[src/rtl/gst_pkg.sv]
// Shared types and codes for the GPU resource and scanout table.
package gst_pkg;

  localparam int DIM_MAX_W = 16;  // widest stored dimension over the parameter range
  localparam int REPORT_W  = 15;
  localparam int CLIP_XY_W = 14;
  localparam int CLIP_WH_W = 15;

  localparam logic [3:0] CMD_INFO     = 4'd0;
  localparam logic [3:0] CMD_CREATE   = 4'd1;
  localparam logic [3:0] CMD_UNREF    = 4'd2;
  localparam logic [3:0] CMD_SCANOUT  = 4'd3;
  localparam logic [3:0] CMD_FLUSH    = 4'd4;
  localparam logic [3:0] CMD_TRANSFER = 4'd5;
  localparam logic [3:0] CMD_ATTACH   = 4'd6;
  localparam logic [3:0] CMD_DETACH   = 4'd7;
  localparam logic [3:0] CMD_RESET    = 4'd8;

  localparam logic [2:0] RSP_OK       = 3'd0;
  localparam logic [2:0] RSP_INFO     = 3'd1;
  localparam logic [2:0] RSP_UNSPEC   = 3'd2;
  localparam logic [2:0] RSP_BADPARAM = 3'd3;
  localparam logic [2:0] RSP_BADRES   = 3'd4;
  localparam logic [2:0] RSP_FULL     = 3'd5;

  localparam logic [1:0] KIND_NONE    = 2'd0;
  localparam logic [1:0] KIND_PARTIAL = 2'd1;
  localparam logic [1:0] KIND_FULL    = 2'd2;
  localparam logic [1:0] KIND_XFER    = 2'd3;

  localparam logic [1:0] EV_NONE      = 2'd0;
  localparam logic [1:0] EV_DISABLED  = 2'd1;
  localparam logic [1:0] EV_ENABLED   = 2'd2;

  localparam logic REG_DISPLAY_WIDTH  = 1'b0;
  localparam logic REG_DISPLAY_HEIGHT = 1'b1;

  typedef enum logic [3:0] {
    CL_INFO, CL_BADPARAM, CL_UNSPEC, CL_CREATE, CL_UNREF, CL_SCAN_OFF,
    CL_SCAN_ON, CL_FLUSH, CL_XFER, CL_ATTACH, CL_DETACH, CL_RESET
  } gst_class_t;

  typedef struct packed {
    gst_class_t            cls;
    logic                  fence;
    logic                  cnt_over;
    logic [31:0]           id;
    logic [DIM_MAX_W-1:0]  dim_w;
    logic [DIM_MAX_W-1:0]  dim_h;
    logic [31:0]           x;
    logic [31:0]           y;
    logic [31:0]           w;
    logic [31:0]           h;
  } gst_item_t;

  typedef struct packed {
    logic      vld;
    gst_item_t item;
  } gst_queue_t;

  typedef struct packed {
    logic [2:0]           response;
    logic                 fence;
    logic [REPORT_W-1:0]  rep_w;
    logic [REPORT_W-1:0]  rep_h;
    logic [CLIP_XY_W-1:0] cx;
    logic [CLIP_XY_W-1:0] cy;
    logic [CLIP_WH_W-1:0] cw;
    logic [CLIP_WH_W-1:0] ch;
    logic [1:0]           kind;
    logic [1:0]           ev;
  } gst_result_t;

endpackage

[src/rtl/gst_front.sv]
// Command classifier and two-entry queue toward the table engine.
module gst_front import gst_pkg::*; #(
  parameter int MAX_DIMENSION       = 16384,
  parameter int MAX_BACKING_ENTRIES = 16384
) (
  input  logic        clk,
  input  logic        rst_n,
  input  logic        in_valid,
  output logic        in_stall,
  input  logic [3:0]  in_command,
  input  logic [31:0] in_resource_id,
  input  logic [31:0] in_res_width,
  input  logic [31:0] in_res_height,
  input  logic [31:0] in_rect_x,
  input  logic [31:0] in_rect_y,
  input  logic [31:0] in_rect_w,
  input  logic [31:0] in_rect_h,
  input  logic [31:0] in_scanout_index,
  input  logic [31:0] in_entry_count,
  input  logic        in_fence_requested,
  input  logic        in_request_short,
  output gst_queue_t  q,
  input  logic        q_take
);

  gst_item_t  item;
  gst_class_t cls;
  logic       size_bad;
  gst_item_t  mem_r [2];
  logic       wr_ptr_r, rd_ptr_r;
  logic [1:0] cnt_r;
  logic       push, pop;

  always_comb begin
    size_bad = (in_res_width == '0) || (in_res_height == '0) ||
               (in_res_width > 32'(MAX_DIMENSION)) ||
               (in_res_height > 32'(MAX_DIMENSION));
    if (in_command inside {[CMD_CREATE:CMD_DETACH]} && in_request_short) begin
      cls = CL_BADPARAM;
    end else begin
      case (in_command)
        CMD_INFO:     cls = CL_INFO;
        CMD_CREATE:   cls = (in_resource_id == '0 || size_bad) ? CL_BADPARAM : CL_CREATE;
        CMD_UNREF:    cls = CL_UNREF;
        CMD_SCANOUT: begin
          if (in_scanout_index != '0)    cls = CL_BADPARAM;
          else if (in_resource_id == '0) cls = CL_SCAN_OFF;
          else                           cls = CL_SCAN_ON;
        end
        CMD_FLUSH:    cls = CL_FLUSH;
        CMD_TRANSFER: cls = CL_XFER;
        CMD_ATTACH:   cls = CL_ATTACH;
        CMD_DETACH:   cls = CL_DETACH;
        CMD_RESET:    cls = CL_RESET;
        default:      cls = CL_UNSPEC;
      endcase
    end
    item.cls      = cls;
    item.fence    = in_fence_requested;
    item.cnt_over = in_entry_count > 32'(MAX_BACKING_ENTRIES);
    item.id       = in_resource_id;
    item.dim_w    = in_res_width[DIM_MAX_W-1:0];
    item.dim_h    = in_res_height[DIM_MAX_W-1:0];
    item.x        = in_rect_x;
    item.y        = in_rect_y;
    item.w        = in_rect_w;
    item.h        = in_rect_h;
  end

  assign in_stall = (cnt_r == 2'd2);
  assign push     = in_valid && !in_stall;
  assign pop      = q.vld && q_take;
  assign q.vld    = (cnt_r != 2'd0);
  assign q.item   = mem_r[rd_ptr_r];

  always_ff @(posedge clk) begin
    if (!rst_n) begin
      wr_ptr_r <= 1'b0;
      rd_ptr_r <= 1'b0;
      cnt_r    <= 2'd0;
    end else begin
      if (push) wr_ptr_r <= ~wr_ptr_r;
      if (pop)  rd_ptr_r <= ~rd_ptr_r;
      cnt_r <= cnt_r + 2'(push) - 2'(pop);
    end
    if (push) begin
      mem_r[wr_ptr_r] <= item;
    end
  end

endmodule

[config.mk]
export PLATFORM = sky130hd
export DESIGN_NAME = gst_front
export DESIGN_NICKNAME = d
export VERILOG_FILES = /design/src/rtl/gst_pkg.sv /design/src/rtl/gst_front.sv
export SDC_FILE = /design/constraint.sdc
export NUM_CORES = 1
export LEC_CHECK = 0
export ABC_AREA = 1
export BUFFER_PORTS_ARGS = -buffer_cell sky130_fd_sc_hd__buf_2
export CAP_MARGIN = 20
export CORE_AREA = 2 2 194 196
export DETAILED_ROUTE_END_ITERATION = 10
export DIE_AREA = 0 0 196 198
export PLACE_DENSITY = 0.67
export SYNTH_ARGS = -nofsm -noshare
export SYNTH_HDL_FRONTEND = slang
export SYNTH_SLANG_ARGS = --single-unit
[constraint.sdc]
create_clock -name clk -period 16.3 [get_ports clk]
set_input_delay 3.26 -clock clk [delete_from_list [all_inputs] [get_ports clk]]
set_output_delay 3.26 -clock clk [all_outputs]
set_load 0.03 [all_outputs]
==> summary by stage, run 1 <==
Route
The via density per instance is 4.80. In the detailed route, the total length drawn on met2 is about 19000 um. The wire length on met3 is approximately 2100 um.

The routed layout has 8848 vias. For this block, the routed nets add up to 35500 um of wire. In this run, the number of DRC markers left after iteration 0 of detailed routing was 351. After detailed routing, the average wire length per cell comes to 19.3 um.

The number of nets with antenna violations after routing is 0. The routed metal-1 wire length is 12700 um. The number of design rule violations left after detail routing is 0. In this run the top signal layer used is met4. The first detailed-routing pass ran for 5 iterations.

Yosys
The number of synthesized flops with an enable pin is 396. The mapped cell area is between 15000 and 20000 um2. The mean cell area of the mapped netlist is 18.9 um2. The number of nets handed over by synthesis was 1104. The cell count after synthesis is 804. Counting flops with an async set or reset pin after synthesis yields a share of 0. By area the synthesized netlist is led by edfxtp_1, mux2_1, nor2_1.

The proportion of netlist area held by the largest area contributor is 0.784. Counting flops and latches in the post-synthesis netlist gives 401. The top flip-flop cell by instance count after synthesis is edfxtp_1. Ranked by instance count, the synthesized netlist is headed by edfxtp_1, mux2_1, nor2_1, nand2_1, buf_2.

edfxtp_1 takes more of the synthesized area than any other cell. The library cell with the highest instance count after synthesis is edfxtp_1. The share of the Yosys chip area taken by registers is 0.791. After synthesis, the netlist uses 26 different library cells. The Yosys step of the flow raised 0 warnings.

Global route
The number of global-route vias before repair came to 9158. The maximum number of pins on one net before global-route repair is 78. The initial antenna violation count came to 7. The global-route wire length before repair is 51300 um.

The global route total overflow is 0. The overall routing resource usage is 0.176.

CTS
The CTS tree is built. The clock latency at the later pin of the worst-skew pair is 0.54 ns. The CTS H-tree depth is 2. The count of clock tree sinks is 401. The clock-pin slew on the worst setup and hold paths is 0.06 ns. The post-cts repair resize count is 0.

Counting along the longest clock path gives a buffer depth of 3. In this run the post-CTS setup repair buffer count came out at 0. The hold buffer count at CTS is 0.

Clock tree synthesis selected as its root buffer the cell clkbuf_16. The number of buffers inserted during clock tree synthesis is 42.

STA
The final setup TNS is 0 ns. Across all hold checks on the routed design, the worst slack comes to about 0.45 ns. The final max-slew violation count is 0. Setup violations remaining at the end of the flow were counted as 0. The final clock skew is 0.0145 ns. Based on the critical path, the design can be clocked at up to roughly 0.16 GHz. Headroom to the max-slew limit came out at 0.300. The slew at the pin with the worst max-slew slack is 1.05 ns. The share of the clock period used by the worst path after layout is 0.384. Setup repair after global routing left no endpoint under its margin. The count of endpoints failing hold in the final timing report is 0.

The final period demand of the worst path is 6.25 ns.

Pwr
The internal power component is 2120 uW. The power density over the cells is 160 nW/um2. After layout, the design draws a total of 3140 uW. IR analysis of the VDD net gives a maximum drop of 0.0696 mV.

The switching power as a share of total power is 0.323. Of the total power, registers draw 0.433. The leakage power is about 0.0075 uW. The clock share of power is 0.298. The combinational cell fraction of total power is 0.269. The power spent charging and discharging nets is 1010 uW.

Status
The run finished with clean final reports.

Final layout
The fill cell instance count of the final layout is between 3000 and 4000. The number of nets in the layout is 1632. The area added between synthesis and finish is 29.3%. Once layout is complete, the utilization of the core stands at 0.530. Of the cells placed in the final design, the portion with a size suffix greater than 1 is 0.420.

Setup path
The signal on the critical path passes through buf_4, mux2_1, buf_2. The category of the worst setup path launch point is a flop. The worst setup path is captured at a primary output. The slowest stage of the critical path is the buf_4 cell.

The required time of the critical path is 13.04 ns. The worst path buffer plus inverter count is 2. Along the worst path, the maximum fanout reaches 75. The dominant delay contributor by cell family on the critical path is buffers and inverters. The critical register-to-register path startpoint is cnt_r[1]. The critical path class is flop to primary output. The data arrival time at the worst-slack endpoint is 2.99 ns.

The number of cell instances on the worst register-to-register path is 5. The endpoint identified for the worst register-to-register timing path is mem_r[0][68]. The worst setup slack for register-to-register paths is 13.49 ns. The biggest cell delay along the critical path is around 0.93 ns.

Floorplan
The horizontal die dimension is 196 um. The die covers 38800 um2. The starting density of the core is 0.410. The placeable core area is ~37000 um2.

The site row count is 71. 498 I/O pins were placed. The die height is 198 um.

Flow run
The reported max-cap violation count is 0.

Place
Port buffering added slightly below 500 buffers. The congestion estimate from routability-driven global placement came to 0.869. The HPWL after detailed placement is between 20000 and 25000 um.

Hold path
Along the worst hold path, the cell count comes to 1. The min-delay analysis places its worst path in the category flop to flop. The start point of the worst min-delay path is rd_ptr_r.
[layout make-up]
| cell class | count | area (um2) | area share |
|---|---|---|---|
| Antenna cell | 7 | 17.5 | 0.000894 |
| Sequential cell | 401 | 12000 | 0.612 |
| Tap cell | 474 | 593 | 0.0303 |
| Clock inverter | 23 | 233 | 0.0119 |
| Multi-Input combinational cell | 366 | 3020 | 0.154 |
| Timing Repair Buffer | 506 | 2570 | 0.131 |
| Inverter | 15 | 56.3 | 0.00287 |
| Clock buffer | 53 | 1110 | 0.0568 |
[through the flow]
step	setup slack, ns	instances	area [um2]
2_1_floorplan	3.94	804	15200
3_3_place_gp	10.28	1761	18200
3_5_place_dp	10.29	1761	18200
4_1_cts	9.96	1837	19600
5_1_grt	9.87	1843	19600
6_report	10.05	1845	19600
[flip-flops by register name, indices dropped and copies added (netlist names), named ones only]
| name | count |
|---|---|
| rd_ptr_r | 1 |
| wr_ptr_r | 1 |
| mem_r | 396 |
| cnt_r | 2 |
[power groups by stage]
stage	logic (uW)	registers, uW	clock network [uW]
floorplan	588	1410	0
global placement	851	1370	0
detailed placement	853	1380	0
CTS	857	1360	960
global route	892	1370	1000
finish	844	1360	936
[cell usage in the layout (no fill, tap or decap), types with 9 or more instances in the layout]
master	Yosys	routed
mux2_1	198	198
clkinv_1	0	9
inv_1	14	14
clkbuf_16	0	43
nor2_1	72	70
buf_2	21	497
nor4_1	13	13
edfxtp_1	396	396
nand2_1	44	44
clkbuf_1	0	10
[worst max path at each step]
stage / from / to / cells past startpoint
final: flop / q[91] / 3
after CTS: flop / q[52] / 3
after global routing: flop / q[52] / 3
after global placement: in_valid / mem_r[1][26] / 5
after floorplan: in_valid / mem_r[0][0] / 2
after detailed placement: in_valid / mem_r[1][30] / 5
[logic make-up (layout without fill, tap and decap cells)]
| kind of cell | Yosys count | in the layout | synth area share |
|---|---|---|---|
| AO/OA/AOI/OAI | 15 | 15 | 0.00553 |
| XOR/XNOR | 1 | 1 | 0.000578 |
| adder cells (fa/ha/maj) | 2 | 2 | 0.00165 |
| buffers and inverters | 37 | 597 | 0.0111 |
| flip-flops | 401 | 401 | 0.791 |
| multiplexers | 198 | 198 | 0.147 |
| other | 0 | 7 | 0 |
| AND/OR/NAND/NOR | 150 | 150 | 0.0431 |
[routing by layer]
metal  up-vias  global-route usage
li1       4160                   -
met1      4256               0.189
met2       346               0.323
met3        86              0.0395
met4         0              0.0920
met5         -                   0
Note: power is estimated with default switching activity, not from simulation.
==> run 2, diff against run 1 <==
--- a/config.mk
+++ b/config.mk
@@ -8,10 +8,10 @@
 export ABC_AREA = 1
 export BUFFER_PORTS_ARGS = -buffer_cell sky130_fd_sc_hd__buf_2
 export CAP_MARGIN = 20
-export CORE_AREA = 2 2 194 196
+export CORE_AREA = 2 2 196 198
 export DETAILED_ROUTE_END_ITERATION = 10
-export DIE_AREA = 0 0 196 198
-export PLACE_DENSITY = 0.67
+export DIE_AREA = 0 0 198 200
+export PLACE_DENSITY = 0.69
 export SYNTH_ARGS = -nofsm -noshare
 export SYNTH_HDL_FRONTEND = slang
 export SYNTH_SLANG_ARGS = --single-unit
==> constraint.sdc (replaced) <==
create_clock -name clk -period 5.3 [get_ports clk]
set_input_delay 1.06 -clock clk [delete_from_list [all_inputs] [get_ports clk]]
set_output_delay 1.06 -clock clk [all_outputs]
set_load 0.03 [all_outputs]
==> run 2 against run 1 <==
Core utilization fell by 0.54 points. Total power increased to 3.1 times the previous value. Cell count grew 1.8%. Critical endpoint is now q[185]. Largest power group unchanged.
==> summary by stage, run 2 (synthesis results as in run 1) <==
Status
Status: finished clean (unchanged).

CTS
The number of buffers added for setup after CTS was 0 (unchanged). The root buffer selected by CTS is clkbuf_16 (unchanged). The CTS H-tree depth is 2 (unchanged).

The hold buffer count at CTS is 0 (unchanged). The count of clock tree sinks is 401 (unchanged). The clock-pin slew on the worst setup and hold paths is 0.06 ns (about the same).

The largest buffer count on any clock path is 3 (unchanged). The number of buffers inserted during clock tree synthesis is 42 (unchanged). The post-cts repair resize count is 0 (unchanged). The clock latency at the later pin of the worst-skew pair is 0.54 ns (about the same). The CTS tree is built (unchanged).

Global route
The global-route wire length before repair is 50400 um (was 51300 um). The maximum number of pins on one net before global-route repair is 74 (was 78). The overall routing resource usage is 0.172 (was 0.176).

The global route total overflow is 0 (unchanged). The number of global-route vias before repair is 8983 (was 9158). The initial antenna violation count came to 2 (was 7).

STA
The count of endpoints failing hold in the final timing report came to 0 (unchanged). Static timing analysis puts the maximum clock frequency at 0.274 GHz. The final period demand of the worst path is 3.64 ns. The slew at the pin with the worst max-slew slack is 1.01 ns (was 1.05 ns). The final setup TNS is 0 ns (unchanged). The final max-slew violation count came to 0 (unchanged). The worst slack on hold paths is 0.468 ns (was 0.454 ns). The final clock skew is 0.0119 ns (was 0.0145 ns). The relative slew slack was 0.324 (was 0.300). RSZ-0062 raised after global routing: no (unchanged). Of the available clock period, the critical path in the final layout requires 0.688.

The total setup violations reported at the end of the flow was 0 (unchanged).

Route
The number of nets with antenna violations after routing is 0 (unchanged). The DRC violation total after the first TritonRoute iteration is 392 (was 351). The routed metal-1 wire length is 12700 um (about the same). The highest routed metal layer was met5 (was met4). The average wire per cell in the routed design is 19.0 um (was 19.3 um). The number of detailed-routing iterations run before antenna repair is 5 (unchanged). The via density per instance is 4.74 (was 4.80). The total wire length after detailed routing is 35600 um (was 35500 um). The total length of routed met2 wires is 19400 um (was 19100 um). The routed via count came to 8902 (was 8848). The wire length on met3 is 2530 um (was 2130 um).

The number of design rule violations left after detail routing is 0 (unchanged).

Place
The HPWL after detailed placement is 25400 um (was 24900 um). The global placer's final weighted congestion is 0.863 (was 0.869). The number of port buffers is 497 (unchanged).

Final layout
Most used cells in the layout excluding fill and tap cells: buf_2, edfxtp_1, mux2_1 (unchanged). The fill cell instance count of the final layout is 3107 (was 3059). Biggest regs: mem_r x396, cnt_r x2 (unchanged). The most common cell after layout, fill and taps aside is buf_2 (unchanged). The flip-flop count of the largest register, all copies and words added is 396 (unchanged). The area added between synthesis and finish was 29.5% (was 29.3%).

The number of nets in the layout is 1633 (was 1632). The share of final-layout standard cells stronger than drive strength 1 was 0.421 (was 0.420). The most flop-heavy register is mem_r (unchanged).

Hold path
The number of cells on the worst hold path was 1 (unchanged). The type of the tightest min-delay check is flop to flop (unchanged).

Setup path
The required time of the critical path is 4.24 ns (was 13.04 ns). The largest fanout on the critical path came to 67 (was 75). The kind of end point of the critical path was a primary output (unchanged). The number of cell instances on the worst register-to-register path is 4 (was 5). The category of the worst setup path launch point is a flop (unchanged). The critical path class is flop to primary output (unchanged). The data arrival time at the worst-slack endpoint was 2.58 ns (was 2.99 ns).

Floorplan
The I/O pin total came to 498 (unchanged). The starting density of the core was 0.405 (was 0.410). The horizontal die dimension is 198 um (was 196 um). The full die area is 39600 um2 (was 38800 um2). The site row count is 71 (unchanged). The die height is 200 um (was 198 um). The placeable core area is 37400 um2 (was 37000 um2).

Flow run
The reported max-cap violation count is 0 (unchanged).

Pwr
The leakage power is 0.00749 uW (was 0.00750 uW). The power density over the cells came to 491 nW/um2 (was 160 nW/um2). The worst IR drop on VDD is 0.244 mV (was 0.0696 mV).
run 2: worst paths after layout:
path | slack (ns) | from | end
min | 0.47 | rd_ptr_r | flop
max reg2reg | 3.12 | cnt_r[1] | mem_r[1][60]
max | 1.66 | flop | q[185]
min reg2reg | 0.47 | rd_ptr_r | flop
run 2: metrics by stage:
step           total power, uW   util  cell area (um2)  cells  setup slack (ns)
2_1_floorplan             6060      -            15200    804             -1.52
3_3_place_gp              6870  0.489            18300   1800              2.11
3_5_place_dp              6900  0.489            18300   1800              2.10
4_1_cts                   9770  0.525            19600   1875              1.50
5_1_grt                  10000  0.525            19600   1876              1.43
6_report                  9630  0.525            19600   1878              1.66
run 2: layer usage:
metal,global-route usage,vias up
li1,-,4169
met1,0.186,4324
met2,0.327,343
met3,0.0423,64
met4,0.0607,2
met5,0,-
run 2: cell type report:
| class | count | area, um2 | area share |
|---|---|---|---|
| well taps | 511 | 639 | 0.0326 |
| clock buffers | 53 | 1110 | 0.0567 |
| multi-input cells | 366 | 3020 | 0.154 |
| repair buffers | 507 | 2590 | 0.132 |
| flip-flops and latches | 401 | 12000 | 0.611 |
| diodes | 3 | 7.51 | 0.000382 |
| clock inverters | 22 | 216 | 0.0110 |
| inverters | 15 | 56.3 | 0.00287 |
run 2: power breakdown:
part           internal, uW  switching (uW)
sequential             4040             153
combinational           774            1820
clock                  1680            1160
run 2: critical path: stages (launching register included):
cell,delay (ns)
dfxtp_4,1.00
buf_4,0.45
mux2_1,0.38
buf_2,0.19
==> run 3, diff against run 2 <==
==> config.mk (replaced) <==
export PLATFORM = sky130hd
export DESIGN_NAME = gst_front
export DESIGN_NICKNAME = d
export VERILOG_FILES = /design/src/rtl/gst_pkg.sv /design/src/rtl/gst_front.sv
export SDC_FILE = /design/constraint.sdc
export NUM_CORES = 1
export LEC_CHECK = 0
export ABC_AREA = 0
export BUFFER_PORTS_ARGS = -buffer_cell sky130_fd_sc_hd__buf_2
export CAP_MARGIN = 20
export CORE_AREA = 2 2 193 195
export DETAILED_ROUTE_END_ITERATION = 10
export DIE_AREA = 0 0 195 197
export PLACE_DENSITY = 0.67
export SYNTH_ARGS = -nofsm -noshare
export SYNTH_HDL_FRONTEND = slang
export SYNTH_SLANG_ARGS = --single-unit
==> constraint.sdc (replaced) <==
create_clock -name clk -period 3.5 [get_ports clk]
set_input_delay 0.7 -clock clk [delete_from_list [all_inputs] [get_ports clk]]
set_output_delay 0.7 -clock clk [all_outputs]
set_load 0.03 [all_outputs]
==> run 3 against run 2 <==
Highest routed layer unchanged. Total power rose by 51%. Sequential power rose by 46%. Count of clock-buffer cells in the layout fell by 3. Synthesized area fell by 1.1%. Critical endpoint is now q[164]. Via count fell by 0.54%. Critical path depth did not move. Global-route usage rose by 1.7 points. Design area barely moved. Synthesized cell count fell by 9.2%.
==> summary by stage, run 3 <==
Yosys
The yosys synthesis warning count is 0 (unchanged). The proportion of netlist area held by the largest area contributor is 0.793 (was 0.784). The net count after synthesis is 1030 (was 1104).

The cell count after synthesis is 730 (was 804). The top flip-flop cell by instance count after synthesis is edfxtp_1 (unchanged). The fraction of the yosys area taken by sequential cells is 0.800 (was 0.791). The number of unique standard cell types used by synthesis is 32 (was 26).

Top area cells in the synthesized netlist: edfxtp_1, mux2_2, nor4_1 (was edfxtp_1, mux2_1, nor2_1). The mapped cell area was 15000 um2 (was 15200 um2). The proportion of synthesized flip-flops having asynchronous set or reset came to 0 (unchanged). The number of synthesized flops with an enable pin came to 396 (unchanged). The library cell with the highest instance count after synthesis is edfxtp_1 (unchanged). Leading cell types by count after synthesis: edfxtp_1, mux2_2, nor4_1, buf_2, nor2_1 (was edfxtp_1, mux2_1, nor2_1, nand2_1, buf_2). The mean cell area of the mapped netlist was 20.5 um2 (was 18.9 um2). The number of synthesized register bits is 401 (unchanged). The cell type contributing the most total cell area after synthesis was edfxtp_1 (unchanged).

Final layout
The fraction of the core area covered by cells at the end of the flow is 0.541 (was 0.525). The share of final-layout standard cells stronger than drive strength 1 was 0.605 (was 0.421). The most flop-heavy register was mem_r (unchanged). The most common cell after layout, fill and taps aside is buf_2 (unchanged).

The flip-flop count of the largest register, all copies and words added is 396 (unchanged). Biggest regs: mem_r x396, cnt_r x2 (unchanged). Most used cells in the layout excluding fill and tap cells: buf_2, edfxtp_1, mux2_2 (was buf_2, edfxtp_1, mux2_1). The area added between synthesis and finish is 30.9% (was 29.5%). The fill cell instance count of the final layout came to 2971 (was 3107). The number of nets in the layout was 1570 (was 1633).

Setup path
The category of the worst setup path launch point is a flop (unchanged). The critical path class is flop to primary output (unchanged). The critical register-to-register path startpoint is cnt_r[0] (was cnt_r[1]).

The number of cell instances on the worst register-to-register path came to 4 (unchanged). The data arrival time at the worst-slack endpoint came to 2.32 ns (was 2.58 ns). The worst setup slack for register-to-register paths is 1.46 ns (was 3.12 ns).

The kind of end point of the critical path was a primary output (unchanged). The capture instance of the worst register-to-register path is mem_r[0][41] (was mem_r[1][60]). The largest fanout on the critical path is 41 (was 67). The required time of the critical path is 2.80 ns (was 4.24 ns).

Status
Status: finished clean (unchanged).

Floorplan
The full die area is 38400 um2 (was 39600 um2). The horizontal die dimension is 195 um (was 198 um). The die height is 197 um (was 200 um).

The starting density of the core is 0.413 (was 0.405). The I/O pin total was 498 (unchanged). The site row count came to 70 (was 71). The placeable core area came to 36300 um2 (was 37400 um2).

Hold path
For hold timing, the worst endpoint is mem_r[0][57]. The number of cells on the worst hold path came to 1 (unchanged). The type of the tightest min-delay check is input port to flop (was flop to flop). The start point of the worst min-delay path is in_rect_w[25] (was rd_ptr_r).

Pwr
The leakage power is 0.00738 uW (was 0.00749 uW). The worst IR drop on VDD is 0.415 mV (was 0.244 mV). The power density over the cells is 742 nW/um2 (was 491 nW/um2).

STA
The worst path setup slack after routing is 0.478 ns (was 1.66 ns). The final setup TNS is 0 ns (unchanged). Derived from the worst setup path, the maximum achievable clock frequency is roughly 0.33 GHz. Subtracting the final worst setup slack from the clock period gives 3.02 ns.

The final clock skew is 0.0235 ns (was 0.0119 ns). The total setup violations reported at the end of the flow came to 0 (unchanged). RSZ-0062 raised after global routing: no (unchanged). The share of the clock period used by the worst path after layout is 0.864. The relative slew slack came to 0.503 (was 0.324).

The count of endpoints failing hold in the final timing report is 0 (unchanged). The final max-slew violation count is 0 (unchanged). The slew at the pin with the worst max-slew slack came to 0.744 ns (was 1.01 ns).

CTS
The CTS H-tree depth is 2 (unchanged). The hold buffer count at CTS is 0 (unchanged). The largest buffer count on any clock path came to 3 (unchanged). The number of buffers inserted during clock tree synthesis is 42 (unchanged). The count of clock tree sinks is 401 (unchanged). The root buffer selected by CTS was clkbuf_16 (unchanged). The clock-pin slew on the worst setup and hold paths was 0.06 ns (about the same). The number of buffers added for setup after CTS is 0 (unchanged). The post-cts repair resize count is 0 (unchanged). The clock latency at the later pin of the worst-skew pair is 0.56 ns (was 0.54 ns). The CTS tree is built (unchanged).

Place
The HPWL after detailed placement came to 27600 um (was 25400 um). The number of port buffers was 497 (unchanged). The minimum setup slack after placement is 0.965 ns (was 2.10 ns). The global placer's final weighted congestion came to 0.876 (was 0.863).

Global route
The global route total overflow was 0 (unchanged). The maximum number of pins on one net before global-route repair is 48 (was 74). The global-route wire length before repair is 53700 um (was 50400 um). The global-route track usage on met3 is 0.0423 (about the same). The most heavily used metal layer in global routing is met2 (unchanged). The initial antenna violation count was 13 (was 2).

The met1 capacity usage during global routing is 0.205 (was 0.186). The number of global-route vias before repair is 9281 (was 8983). The routing usage on met2 is 0.345 (was 0.327). The overall routing resource usage came to 0.190 (was 0.172).

Route
The number of detailed-routing iterations run before antenna repair was 4 (was 5). The number of nets with antenna violations after routing is 0 (unchanged). The routed via count is 8854 (was 8902). The number of design rule violations left after detail routing is 0 (unchanged). The via density per instance is 4.98 (was 4.74). The average wire per cell in the routed design is 21.2 um (was 19.0 um). The total wire length after detailed routing came to 37800 um (was 35600 um). The DRC violation total after the first TritonRoute iteration was 377 (was 392).

Flow run
The reported max-cap violation count came to 0 (unchanged).
run 3: cell types whose count changed in the layout (fill, tap and decap cells not counted), moves of 8 or more:
cell     previous run  this run
nor2_1             70         8
nor4_1             13        38
mux2_1            198         0
mux2_2              0       199
nand2_1            44         7
buf_12              2        11
inv_1              14         4
diode_2             3        11
run 3: final cells by class:
type / count / area (um2) / share of cell area
antenna: 11 / 27.5 / 0.00140
clock buffer: 50 / 1100 / 0.0562
clock inverter: 23 / 199 / 0.0101
inverter: 4 / 15.0 / 0.000765
multi-input combinational: 300 / 2890 / 0.147
sequential: 401 / 12000 / 0.611
tap: 468 / 586 / 0.0298
timing repair buffer: 521 / 2810 / 0.143
run 3: logic make-up (layout without fill, tap and decap cells):
kind of cell,after synthesis,in the layout,synth area share
fa+ha+maj,2,2,0.00167
compound gates,12,12,0.00534
mux,200,200,0.150
flops,401,401,0.800
buf+inv,29,598,0.00893
simple gates,81,81,0.0309
xor+xnor,5,5,0.00292
other cells,0,11,0
run 3: where the power goes:
part	switching [uW]	internal [uW]
combinational	2710	1470
clock	1760	2470
sequential	192	5950
total	4660	9890
run 3: layer usage:
metal,share of wire,vias up
met5,0.00019,-
li1,-,4051
met3,0.059,81
met2,0.54,356
met4,0.044,2
met1,0.35,4364
run 3: critical path: stages (launching register included):
cell     delay (ns)
dfxtp_4        0.77
buf_12         0.30
mux2_2         0.45
buf_2          0.21
run 3: worst max path at each step:
stage | startpoint | endpoint | slack, ns
2_1_floorplan | in_valid | mem_r[0][0] | -0.60
3_5_place_dp | flop | q[164] | 0.96
3_3_place_gp | flop | q[164] | 0.96
5_1_grt | flop | q[164] | 0.34
4_1_cts | flop | q[164] | 0.37
6_report | flop | q[164] | 0.48
run 3: stage by stage:
stage / hold WS [ns] / instances / total power, uW / cell area (um2)
finish: 0.325 / 1778 / 14600 / 19600
global route: 0.299 / 1778 / 15100 / 19600
CTS: 0.301 / 1767 / 14700 / 19600
detailed placement: 0.535 / 1694 / 10500 / 18300
global placement: 0.518 / 1694 / 10400 / 18300
floorplan: 0.504 / 730 / 9050 / 15000
